===== config.mk =====
export PLATFORM = sky130hd
export DESIGN_NAME = frame_pacing_skip_decider_core
export DESIGN_NICKNAME = d
export VERILOG_FILES = /design/src/fpsd_pkg.sv /design/src/fpsd_mdu.sv /design/src/frame_pacing_skip_decider_core.sv
export SDC_FILE = /design/constraint.sdc
export NUM_CORES = 2
export LEC_CHECK = 0
export BUFFER_PORTS_ARGS = -buffer_cell sky130_fd_sc_hd__buf_2
export CORE_MARGIN = 2
export CORE_UTILIZATION = 35
export CTS_BUF_LIST = sky130_fd_sc_hd__clkbuf_8
export DETAILED_ROUTE_END_ITERATION = 6
export GPL_ROUTABILITY_DRIVEN = 0
export GPL_TIMING_DRIVEN = 0
export SKIP_CTS_REPAIR_TIMING = 1
export SLEW_MARGIN = 10
export SYNTH_ARGS = -nofsm -noshare
export SYNTH_HDL_FRONTEND = slang
export SYNTH_SLANG_ARGS = --single-unit

===== constraint.sdc =====
create_clock -name clk -period 10.45 [get_ports clk]
set_clock_uncertainty 0.15 [all_clocks]
set_input_delay 0.5225 -clock clk [delete_from_list [all_inputs] [get_ports clk]]
set_output_delay 0.5225 -clock clk [all_outputs]
set_load 0.005 [all_outputs]

===== src/fpsd_pkg.sv =====
// ----------------------------------------------------------------------------
// fpsd_pkg
// Shared types and constants of the frame pacing skip decider.
// ----------------------------------------------------------------------------
`default_nettype none

package fpsd_pkg;

  localparam int STEP_W = 5;

  typedef enum logic [3:0] {
    S_IDLE,
    S_EVAL,
    S_RR_MUL,
    S_RR_DIV,
    S_SR_MUL,
    S_SR_DIV,
    S_LD_DMUL,
    S_LD_NMUL,
    S_LD_DIV,
    S_CLEAR,
    S_T_SPAN,
    S_T_IDLE,
    S_T_SCHED,
    S_DECIDE,
    S_DONE
  } state_t;

  typedef enum logic [1:0] {
    DEC_IDLE   = 2'd0,
    DEC_RENDER = 2'd1,
    DEC_SKIP   = 2'd2
  } dec_t;

  typedef enum logic {
    MDU_MUL,
    MDU_DIV
  } mdu_op_t;

  typedef struct packed {
    logic              start;
    mdu_op_t           op;
    logic [STEP_W-1:0] steps;
  } mdu_req_t;

  typedef struct packed {
    logic done;
    logic num_zero;
  } mdu_sts_t;

  // register map, word index
  localparam logic [2:0] REG_TPS    = 3'd0;
  localparam logic [2:0] REG_TR     = 3'd1;
  localparam logic [2:0] REG_WF     = 3'd2;
  localparam logic [2:0] REG_MARGIN = 3'd3;
  localparam logic [2:0] REG_MCS    = 3'd4;

  localparam logic [31:0] TPS_RST    = 32'd1000000;
  localparam logic [9:0]  TR_RST     = 10'd60;
  localparam logic [7:0]  WF_RST     = 8'd60;
  localparam logic [3:0]  MARGIN_RST = 4'd2;
  localparam logic [2:0]  MCS_RST    = 3'd1;

  localparam logic [18:0] LOAD_ONE = 19'd65536;
  localparam logic [18:0] LOAD_MAX = 19'd262144;
  localparam logic [15:0] RATE_MAX = 16'hFFFF;

  // (1.1 / 2) scaled by 1310720
  localparam logic [30:0] THR_BIAS = 31'd720896;

  // serial step counts
  localparam logic [STEP_W-1:0] CNT_STEPS   = 5'd8;
  localparam logic [STEP_W-1:0] TR_STEPS    = 5'd10;
  localparam logic [STEP_W-1:0] TH_STEPS    = 5'd29;
  localparam logic [STEP_W-1:0] SCHED_STEPS = 5'd10;
  localparam logic [STEP_W-1:0] RATE_STEPS  = 5'd17;
  localparam logic [STEP_W-1:0] LOAD_STEPS  = 5'd19;

endpackage

`default_nettype wire


===== src/fpsd_mdu.sv =====
// ----------------------------------------------------------------------------
// fpsd_mdu
// Bit-serial multiply / divide unit: shift-add multiply, one multiplier bit
// per cycle, and restoring divide, one quotient bit per cycle.
// ----------------------------------------------------------------------------
`default_nettype none

module fpsd_mdu
  import fpsd_pkg::*;
#(
  parameter int XW = 80
) (
  input  logic          clk,
  input  logic          rst,
  input  mdu_req_t      req,
  input  logic [XW-1:0] opa,
  input  logic [XW-1:0] opb,
  output mdu_sts_t      sts,
  output logic [XW-1:0] res
);

  logic [XW-1:0]     x;
  logic [XW-1:0]     y;
  logic [XW-1:0]     z;
  logic [STEP_W-1:0] cnt;
  logic              busy;
  logic              done;
  logic              num_zero;
  mdu_op_t           op;
  logic [XW-1:0]     sum;
  logic [XW-1:0]     dif;
  logic              borrow;

  assign sum = z + x;
  assign {borrow, dif} = {1'b0, x} - {1'b0, y};

  always_ff @(posedge clk) begin
    if (rst) begin
      busy <= 1'b0;
      done <= 1'b0;
      cnt  <= '0;
    end else begin
      done <= 1'b0;
      if (req.start) begin
        busy <= 1'b1;
        cnt  <= req.steps;
      end else if (busy) begin
        cnt <= cnt - STEP_W'(1);
        if (cnt == STEP_W'(1)) begin
          busy <= 1'b0;
          done <= 1'b1;
        end
      end
    end
  end

  always_ff @(posedge clk) begin
    if (req.start) begin
      op       <= req.op;
      x        <= opa;
      y        <= opb;
      z        <= '0;
      num_zero <= (opa == '0);
    end else if (busy) begin
      case (op)
        MDU_MUL: begin
          if (y[0]) z <= sum;
          x <= x << 1;
          y <= y >> 1;
        end
        MDU_DIV: begin
          if (!borrow) begin
            x <= dif;
            z <= {z[XW-2:0], 1'b1};
          end else begin
            z <= {z[XW-2:0], 1'b0};
          end
          y <= y >> 1;
        end
        default: ;
      endcase
    end
  end

  assign sts.done     = done;
  assign sts.num_zero = num_zero;
  assign res          = z;

  a_start_idle: assert property (@(posedge clk) disable iff (rst)
    req.start |-> !busy)
    else $error("mdu started while busy");

  a_done_pulse: assert property (@(posedge clk) disable iff (rst)
    done |=> !done)
    else $error("mdu done held longer than one cycle");

  a_last_step: assert property (@(posedge clk) disable iff (rst)
    (busy && !req.start && cnt == STEP_W'(1)) |=> (done && !busy))
    else $error("mdu missed its last step");

endmodule

`default_nettype wire


===== src/frame_pacing_skip_decider_core.sv =====
// ----------------------------------------------------------------------------
// frame_pacing_skip_decider_core
// Per-frame pacing decision (idle, render, skip) with windowed render/skip
// rates and load, computed on a shared bit-serial multiply/divide unit.
//
//   channel  signals                          word
//   -------  -------------------------------  ---------------------------------
//   in       in_valid / in_ready              now_ticks
//   out      out_valid / out_ready            decision, load_q16, rates
//   cfg      psel penable pwrite paddr ...    5 registers at 4*i, pready = 1
//
// On a window boundary the rates and load are also computed, unless time went
// backward; all serial ops run one after another on the shared unit.
// One item in flight; the next word is taken while the result waits in the
// output register, which only stalls the end of the following item.
// Synchronous reset: window starts at time 0, load 1.0, rates 0.
// ----------------------------------------------------------------------------
`default_nettype none

module frame_pacing_skip_decider_core
  import fpsd_pkg::*;
#(
  parameter int TIME_WIDTH = 48
) (
  input  logic                  clk,
  input  logic                  rst,
  input  logic                  in_valid,
  output logic                  in_ready,
  input  logic [TIME_WIDTH-1:0] now_ticks,
  output logic                  out_valid,
  input  logic                  out_ready,
  output logic [1:0]            decision,
  output logic [18:0]           load_q16,
  output logic [15:0]           render_rate_q8,
  output logic [15:0]           skip_rate_q8,
  input  logic                  psel,
  input  logic                  penable,
  input  logic                  pwrite,
  input  logic [4:0]            paddr,
  input  logic [31:0]           pwdata,
  output logic [31:0]           prdata,
  output logic                  pready
);

  localparam int W  = TIME_WIDTH;
  localparam int XW = ((TIME_WIDTH > 32) ? TIME_WIDTH : 32) + 32;

  // configuration
  logic [31:0] tps;
  logic [9:0]  tr;
  logic [7:0]  wf;
  logic [3:0]  margin;
  logic [2:0]  mcs;

  // block state
  logic [W-1:0] window_start;
  logic [W-1:0] prev_time;
  logic [W-1:0] busy_time;
  logic [7:0]   rendered;
  logic [7:0]   skipped;
  logic [2:0]   skips_in_row;
  dec_t         last_dec;
  logic [18:0]  load_value;
  logic [15:0]  rr_held;
  logic [15:0]  sr_held;

  // sequencer
  state_t state;
  state_t state_next;
  logic   launched;
  logic   launched_next;
  dec_t   dec_r;
  dec_t   dec_next;
  logic   is_op;
  logic   out_load;

  // per-item work registers
  logic [W-1:0]  now_r;
  logic [W-1:0]  diff_r;
  logic [W-1:0]  span_r;
  logic [W-1:0]  busy_load;
  logic          span_zero;
  logic [8:0]    total_r;
  logic [XW-1:0] tmp_r;
  logic [XW-1:0] c_r;
  logic [XW-1:0] a_r;

  // shared serial unit
  mdu_req_t      mdu_req;
  mdu_sts_t      mdu_sts;
  logic [XW-1:0] mdu_a;
  logic [XW-1:0] mdu_b;
  logic [XW-1:0] mdu_res;

  logic          cfg_wr;
  logic          neg;
  logic [W-1:0]  span_mag;
  logic [8:0]    total;
  logic          recomp;
  logic          force_render;
  logic [30:0]   thresh;
  logic          thresh_pos;
  logic [15:0]   rate_sat;
  logic [18:0]   load_sat;

  assign cfg_wr = psel && penable && pwrite && pready;
  assign pready = 1'b1;

  assign neg          = diff_r[W-1];
  assign span_mag     = neg ? ((~diff_r) + W'(1)) : diff_r;
  assign total        = 9'(rendered) + 9'(skipped);
  assign recomp       = (total >= 9'(wf));
  assign force_render = (skips_in_row >= mcs);

  // r*1310720 + 720896 - 10*load, two's complement
  assign thresh = 31'({rendered, 20'b0}) + 31'({rendered, 18'b0}) + THR_BIAS
                - 31'({load_value, 3'b0}) - 31'({load_value, 1'b0});
  assign thresh_pos = !thresh[30] && (thresh != '0);

  assign rate_sat = mdu_sts.num_zero ? '0 :
                    (mdu_res[16] ? RATE_MAX : mdu_res[15:0]);
  assign load_sat = mdu_sts.num_zero ? '0 :
                    (mdu_res[18] ? LOAD_MAX : {1'b0, mdu_res[17:0]});

  always_comb begin
    case (paddr[4:2])
      REG_TPS:    prdata = tps;
      REG_TR:     prdata = 32'(tr);
      REG_WF:     prdata = 32'(wf);
      REG_MARGIN: prdata = 32'(margin);
      REG_MCS:    prdata = 32'(mcs);
      default:    prdata = '0;
    endcase
  end

  fpsd_mdu #(
    .XW (XW)
  ) u_mdu (
    .clk (clk),
    .rst (rst),
    .req (mdu_req),
    .opa (mdu_a),
    .opb (mdu_b),
    .sts (mdu_sts),
    .res (mdu_res)
  );

  always_ff @(posedge clk) begin
    if (rst) begin
      state    <= S_IDLE;
      launched <= 1'b0;
    end else begin
      state    <= state_next;
      launched <= launched_next;
    end
  end

  always_comb begin
    state_next    = state;
    launched_next = launched;
    dec_next      = dec_r;
    is_op         = 1'b0;
    in_ready      = 1'b0;
    out_load      = 1'b0;
    mdu_req.op    = MDU_MUL;
    mdu_req.steps = '0;
    mdu_a         = '0;
    mdu_b         = '0;
    case (state)
      S_IDLE: begin
        in_ready = 1'b1;
        if (in_valid) state_next = S_EVAL;
      end
      S_EVAL: begin
        if (recomp) state_next = neg ? S_CLEAR : S_RR_MUL;
        else state_next = S_T_SPAN;
      end
      S_RR_MUL: begin
        is_op         = 1'b1;
        mdu_req.steps = CNT_STEPS;
        mdu_a         = XW'(tps);
        mdu_b         = XW'(rendered);
        if (mdu_sts.done) state_next = S_RR_DIV;
      end
      S_RR_DIV: begin
        is_op         = 1'b1;
        mdu_req.op    = MDU_DIV;
        mdu_req.steps = RATE_STEPS;
        mdu_a         = mdu_res << 8;
        mdu_b         = XW'(span_r) << 16;
        if (mdu_sts.done) state_next = S_SR_MUL;
      end
      S_SR_MUL: begin
        is_op         = 1'b1;
        mdu_req.steps = CNT_STEPS;
        mdu_a         = XW'(tps);
        mdu_b         = XW'(skipped);
        if (mdu_sts.done) state_next = S_SR_DIV;
      end
      S_SR_DIV: begin
        is_op         = 1'b1;
        mdu_req.op    = MDU_DIV;
        mdu_req.steps = RATE_STEPS;
        mdu_a         = mdu_res << 8;
        mdu_b         = XW'(span_r) << 16;
        if (mdu_sts.done) state_next = (rendered != '0) ? S_LD_DMUL : S_CLEAR;
      end
      S_LD_DMUL: begin
        is_op         = 1'b1;
        mdu_req.steps = CNT_STEPS;
        mdu_a         = XW'(span_r);
        mdu_b         = XW'(rendered);
        if (mdu_sts.done) state_next = S_LD_NMUL;
      end
      S_LD_NMUL: begin
        is_op         = 1'b1;
        mdu_req.steps = TR_STEPS;
        mdu_a         = XW'(busy_load);
        mdu_b         = XW'(tr);
        if (mdu_sts.done) state_next = S_LD_DIV;
      end
      S_LD_DIV: begin
        is_op         = 1'b1;
        mdu_req.op    = MDU_DIV;
        mdu_req.steps = LOAD_STEPS;
        mdu_a         = mdu_res << 16;
        mdu_b         = tmp_r << 18;
        if (mdu_sts.done) state_next = S_CLEAR;
      end
      S_CLEAR: begin
        state_next = S_T_SPAN;
      end
      S_T_SPAN: begin
        is_op         = 1'b1;
        mdu_req.steps = TR_STEPS;
        mdu_a         = span_zero ? '0 : XW'(span_r);
        mdu_b         = XW'(tr);
        if (mdu_sts.done) begin
          if (thresh_pos) begin
            state_next = S_T_IDLE;
          end else if (force_render) begin
            dec_next   = DEC_RENDER;
            state_next = S_DECIDE;
          end else begin
            state_next = S_T_SCHED;
          end
        end
      end
      S_T_IDLE: begin
        is_op         = 1'b1;
        mdu_req.steps = TH_STEPS;
        mdu_a         = XW'(tps);
        mdu_b         = XW'(thresh[28:0]);
        if (mdu_sts.done) begin
          if (a_r < mdu_res) begin
            dec_next   = DEC_IDLE;
            state_next = S_DECIDE;
          end else if (force_render) begin
            dec_next   = DEC_RENDER;
            state_next = S_DECIDE;
          end else begin
            state_next = S_T_SCHED;
          end
        end
      end
      S_T_SCHED: begin
        is_op         = 1'b1;
        mdu_req.steps = SCHED_STEPS;
        mdu_a         = XW'(tps);
        mdu_b         = XW'(total_r) + XW'(margin);
        if (mdu_sts.done) begin
          dec_next   = (c_r < mdu_res) ? DEC_RENDER : DEC_SKIP;
          state_next = S_DECIDE;
        end
      end
      S_DECIDE: begin
        state_next = S_DONE;
      end
      S_DONE: begin
        if (!out_valid || out_ready) begin
          out_load   = 1'b1;
          state_next = S_IDLE;
        end
      end
      default: state_next = S_IDLE;
    endcase
    mdu_req.start = is_op && !launched;
    if (mdu_req.start) launched_next = 1'b1;
    if (mdu_sts.done) launched_next = 1'b0;
  end

  // block state, configuration, output valid
  always_ff @(posedge clk) begin
    if (rst) begin
      tps          <= TPS_RST;
      tr           <= TR_RST;
      wf           <= WF_RST;
      margin       <= MARGIN_RST;
      mcs          <= MCS_RST;
      window_start <= '0;
      prev_time    <= '0;
      busy_time    <= '0;
      rendered     <= '0;
      skipped      <= '0;
      skips_in_row <= '0;
      last_dec     <= DEC_IDLE;
      load_value   <= LOAD_ONE;
      rr_held      <= '0;
      sr_held      <= '0;
      out_valid    <= 1'b0;
    end else begin
      if (cfg_wr) begin
        case (paddr[4:2])
          REG_TPS:    tps    <= pwdata;
          REG_TR:     tr     <= pwdata[9:0];
          REG_WF:     wf     <= pwdata[7:0];
          REG_MARGIN: margin <= pwdata[3:0];
          REG_MCS:    mcs    <= pwdata[2:0];
          default: ;
        endcase
      end
      case (state)
        S_IDLE: begin
          if (in_valid && (last_dec != DEC_IDLE)) begin
            busy_time <= busy_time + now_ticks - prev_time;
          end
        end
        S_EVAL: begin
          prev_time <= now_r;
          if (recomp && neg) begin
            rr_held <= '0;
            sr_held <= '0;
            if (rendered != '0) load_value <= '0;
          end else if (!recomp && neg) begin
            window_start <= now_r;
          end
        end
        S_RR_DIV: if (mdu_sts.done) rr_held <= rate_sat;
        S_SR_DIV: if (mdu_sts.done) sr_held <= rate_sat;
        S_LD_DIV: if (mdu_sts.done) load_value <= load_sat;
        S_CLEAR: begin
          window_start <= now_r;
          rendered     <= '0;
          skipped      <= '0;
          busy_time    <= '0;
        end
        S_DECIDE: begin
          last_dec <= dec_r;
          case (dec_r)
            DEC_RENDER: begin
              if (rendered != 8'hFF) rendered <= rendered + 8'd1;
              skips_in_row <= '0;
            end
            DEC_SKIP: begin
              if (skips_in_row != 3'd7) skips_in_row <= skips_in_row + 3'd1;
              if (skipped != 8'hFF) skipped <= skipped + 8'd1;
            end
            default: ;
          endcase
        end
        default: ;
      endcase
      if (out_load) out_valid <= 1'b1;
      else if (out_ready) out_valid <= 1'b0;
    end
  end

  // per-item work and output word
  always_ff @(posedge clk) begin
    case (state)
      S_IDLE: begin
        if (in_valid) begin
          now_r  <= now_ticks;
          diff_r <= now_ticks - window_start;
        end
      end
      S_EVAL: begin
        span_r    <= span_mag;
        span_zero <= recomp || neg;
        total_r   <= total;
        busy_load <= busy_time[W-1] ? '0 : busy_time;
      end
      S_LD_DMUL: if (mdu_sts.done) tmp_r <= mdu_res;
      S_T_SPAN: begin
        if (mdu_sts.done) begin
          c_r <= mdu_res;
          a_r <= (mdu_res << 20) + (mdu_res << 18);
        end
      end
      default: ;
    endcase
    dec_r <= dec_next;
    if (out_load) begin
      decision       <= dec_r;
      load_q16       <= load_value;
      render_rate_q8 <= rr_held;
      skip_rate_q8   <= sr_held;
    end
  end

  a_one_in_flight: assert property (@(posedge clk) disable iff (rst)
    (in_valid && in_ready) |=> !in_ready)
    else $error("second word taken while one is in flight");

  a_load_bound: assert property (@(posedge clk) disable iff (rst)
    load_value <= LOAD_MAX)
    else $error("load above saturation limit");

  a_done_launched: assert property (@(posedge clk) disable iff (rst)
    mdu_sts.done |-> launched)
    else $error("serial unit finished an op that was never launched");

endmodule

`default_nettype wire


==> results.md <==
* Status: finished, violations left
* Failing checks: design-rule violations
* First-pass GRT wire length at 348.6 mm
* Worst hold path type: in2reg
* I/O pin count at 180
* Number of global-route vias before repair at between 50000 and 60000
* CP max FO at 55
* Commonest non-fill, non-tap cell in the layout: nand2_1
* Commonest cells after routing, fill and taps aside: nand2_1, a21oi_1, inv_1, edfxtp_1, ha_1
* Initial Utilization at 0.3525
* Power Dens Cells at 336.8 nW/µm²
* Vias post-DR at 58410
* Post-route DRC at 16
* Synthesized flop and latch total at 986
* Area after DPL at approximately 70000 µm²
* Final Hold Viols at 0
* Core Region at 183100 µm²
* Leakage at between 20 and 30 nW
* Post-synth EDFFs at a little over 600
* Period minus WS final at ~6.5 ns
* Slew @ Worst Pin at 1.435 ns
* Die area at 187900 µm²
* Worst EP arrival at 6.98 ns
* Max Fclk at around 0.15 GHz
* Total Wirelength at 238.7 mm
* Critical Path Start: u_mdu.y[0]
* Startpoint Class: flop
* Final ANT Viol Nets at 0
* WL/cell at 23.37 µm
* Primary FF master, synth: edfxtp_1
* Remaining Overflow, GRT at 0
* Worst R2R Setup Slack at 3.93 ns
* Setup crit end kind: flop
* Mapped Cells at 7122
* Fin nets at 8290
* Avg Inst Size Synth at 9.062 µm²
* Slew margin rel. at 0.04320
* Fin util at 0.4011
* Max-Cap Viols at 0
* Max rail drop VDD at 0.0002153 V
* Area of all placed cells without fillers at 73440 µm²
* Initial antenna violation count at 14
* I/O Buffers at 174
* Synthesis Warnings at 0
* Tcrit/Tclk final at 0.6238
* H-tree depth at 4
* Asr flop ratio synth at 0
* Die Y at 433.4 µm
* Total power draw at 24.73 mW
* Root buf cell: clkbuf_8
* Synthesized Nets at ~7800
* Sum Neg Setup Slack at 0 ns
* HP Start: in_valid
* # setup viols final at 0
* Pre-antenna DRT Iters at 7
* Cts bufs inserted at 178
* Clock Tree Buf Depth at 3
* Worst R2R Start: u_mdu.y[0]
* Area grow syn2layout at 13.79%
* All-Layer GR Usage at 0.2470
* DR vias/cell at 5.719
* CTS sink cnt at 986
* Data required, critical path at approximately 11 ns
* Netlist cell types at 98
* DR iter-0 viols at around 7300
* Crit Path Category: reg2reg
* TritonCTS clock tree: yes
* Fillers at around 18000
* Reg clk slew, reported paths at 0.07 ns
* Die W at 433.4 µm
* Largest net degree at the start of global routing at 60
* Layout cells sized above 1 at 0.06639
* Seq/Total Area, Yosys at 0.4020
* Pins over their slew limit at 0
* DP HPWL at 184.2 mm
* Synth Cell Area at ~65000 µm²
* Clock Latency Late Sink at 1.00 ns
* Rows at 157
* RSZ-0062 raised after global routing: false
[logic make-up (layout without fill, tap and decap cells)]
kind of cell             Yosys count  in the layout  synth area share
AND/OR/NAND/NOR                 2014           2014            0.1431
XOR/XNOR                         369            369           0.05007
buffers and inverters            903           1523           0.05275
flip-flops                       986            986            0.4020
AO/OA/AOI/OAI                   2154           2154            0.2136
other                              1              7        0.00005810
adder cells (fa/ha/maj)          612            612            0.1254
multiplexers                      83             83           0.01307
[final timing paths]
check	to	cells past startpoint
setup / recovery	u_mdu.x[10]	15
hold / removal	state[0]	5
setup reg to reg	u_mdu.x[10]	15
hold reg to reg	skip_rate_q8[11]	0
[layout make-up]
type,count,area [µm²],area share
multi-input combinational,5233,35260,0.4801
sequential,986,25940,0.3533
tap,2464,3083,0.04198
clock buffer,194,2670,0.03636
inverter,571,2146,0.02922
timing repair buffer,285,2092,0.02849
buffer,332,1270,0.01729
clock inverter,141,962.2,0.01310
antenna,6,15.01,0.0002045
[registers in the layout (all words and copies together) (netlist names), 16 cells and up]
register and count:
skip_rate_q8 16, load_value 19, load_q16 19, busy_time 48, c_r 80, tmp_r 62, window_start 48, span_r 48
a_r 60, u_mdu.x 80, tps 32, prev_time 48, render_rate_q8 16, diff_r 48, busy_load 47, u_mdu.y 80
rr_held 16, u_mdu.res 80, sr_held 16, now_r 48
[synth_stat cells (28+ instances only)]
cell	instances	area (µm²)
a22oi_1	28	210.2
o21ai_0	328	1642
a21oi_1	774	3874
nand4_1	95	594.3
o21bai_1	71	533.0
inv_1	569	2136
buf_1	36	135.1
a211oi_1	125	938.4
a222oi_1	54	540.5
and3_1	46	287.8
clkbuf_1	288	1081
nand3_1	201	1006
nor3_1	71	355.3
ha_1	553	6919
fa_1	58	1161
nor2b_1	70	437.9
mux2i_1	82	820.8
o21ai_1	35	175.2
xnor2_1	271	2374
a31oi_1	66	412.9
edfxtp_1	620	18620
o31ai_1	44	330.3
a21o_1	232	1742
and2_1	37	231.5
nor2_1	429	1610
o211ai_1	41	307.8
dfxtp_1	366	7327
xor2_1	98	858.3
nor4_1	52	325.3
o21a_1	63	473.0
nand2_1	832	3123
or3_1	35	219.0
a221oi_1	69	604.3
nand2b_1	64	400.4
[layer usage]
| metal | vias up | wire length, µm | track usage |
|---|---|---|---|
| met4 | 4 | 13980 | 0.1350 |
| met5 | - | 26 | 0 |
| met3 | 682 | 25320 | 0.06024 |
| met2 | 3149 | 103900 | 0.3819 |
| met1 | 27670 | 95460 | 0.3163 |
| li1 | 26900 | - | - |
[worst max-delay path, cell delays in order (launching register included)]
cell      delay [ns]
edfxtp_1        0.55
ha_1            0.31
fa_1            0.38
nor2b_1         0.22
o31a_1          0.18
o21ai_1         0.09
a21oi_1         0.45
a21oi_1         0.34
o41ai_1         0.90
a31o_2          0.41
a21oi_1         0.17
nand2b_1        0.20
a31oi_1         0.72
nand2_1         0.22
nand2_4         0.41
buf_16          0.33
[stage by stage]
| step | hold WS (ns) | std cells | setup slack (ns) |
|---|---|---|---|
| after floorplan | 0.2581 | 7122 | 2.711 |
| after global placement | 0.2663 | 9760 | -1.757 |
| after detailed placement | 0.2652 | 9785 | 4.135 |
| after CTS | -0.4731 | 10120 | 4.116 |
| after global routing | 0.0002445 | 10210 | 3.879 |
| final | 0.008564 | 10210 | 3.932 |
[power by group]
part / internal (mW) / switching, mW / leakage, nW
combinational: 4.91 / 8.98 / 18.3
sequential: 5.68 / 1.36 / 8.76
clock: 1.96 / 1.84 / 2.08
Note: power is estimated with default switching activity, not from simulation.
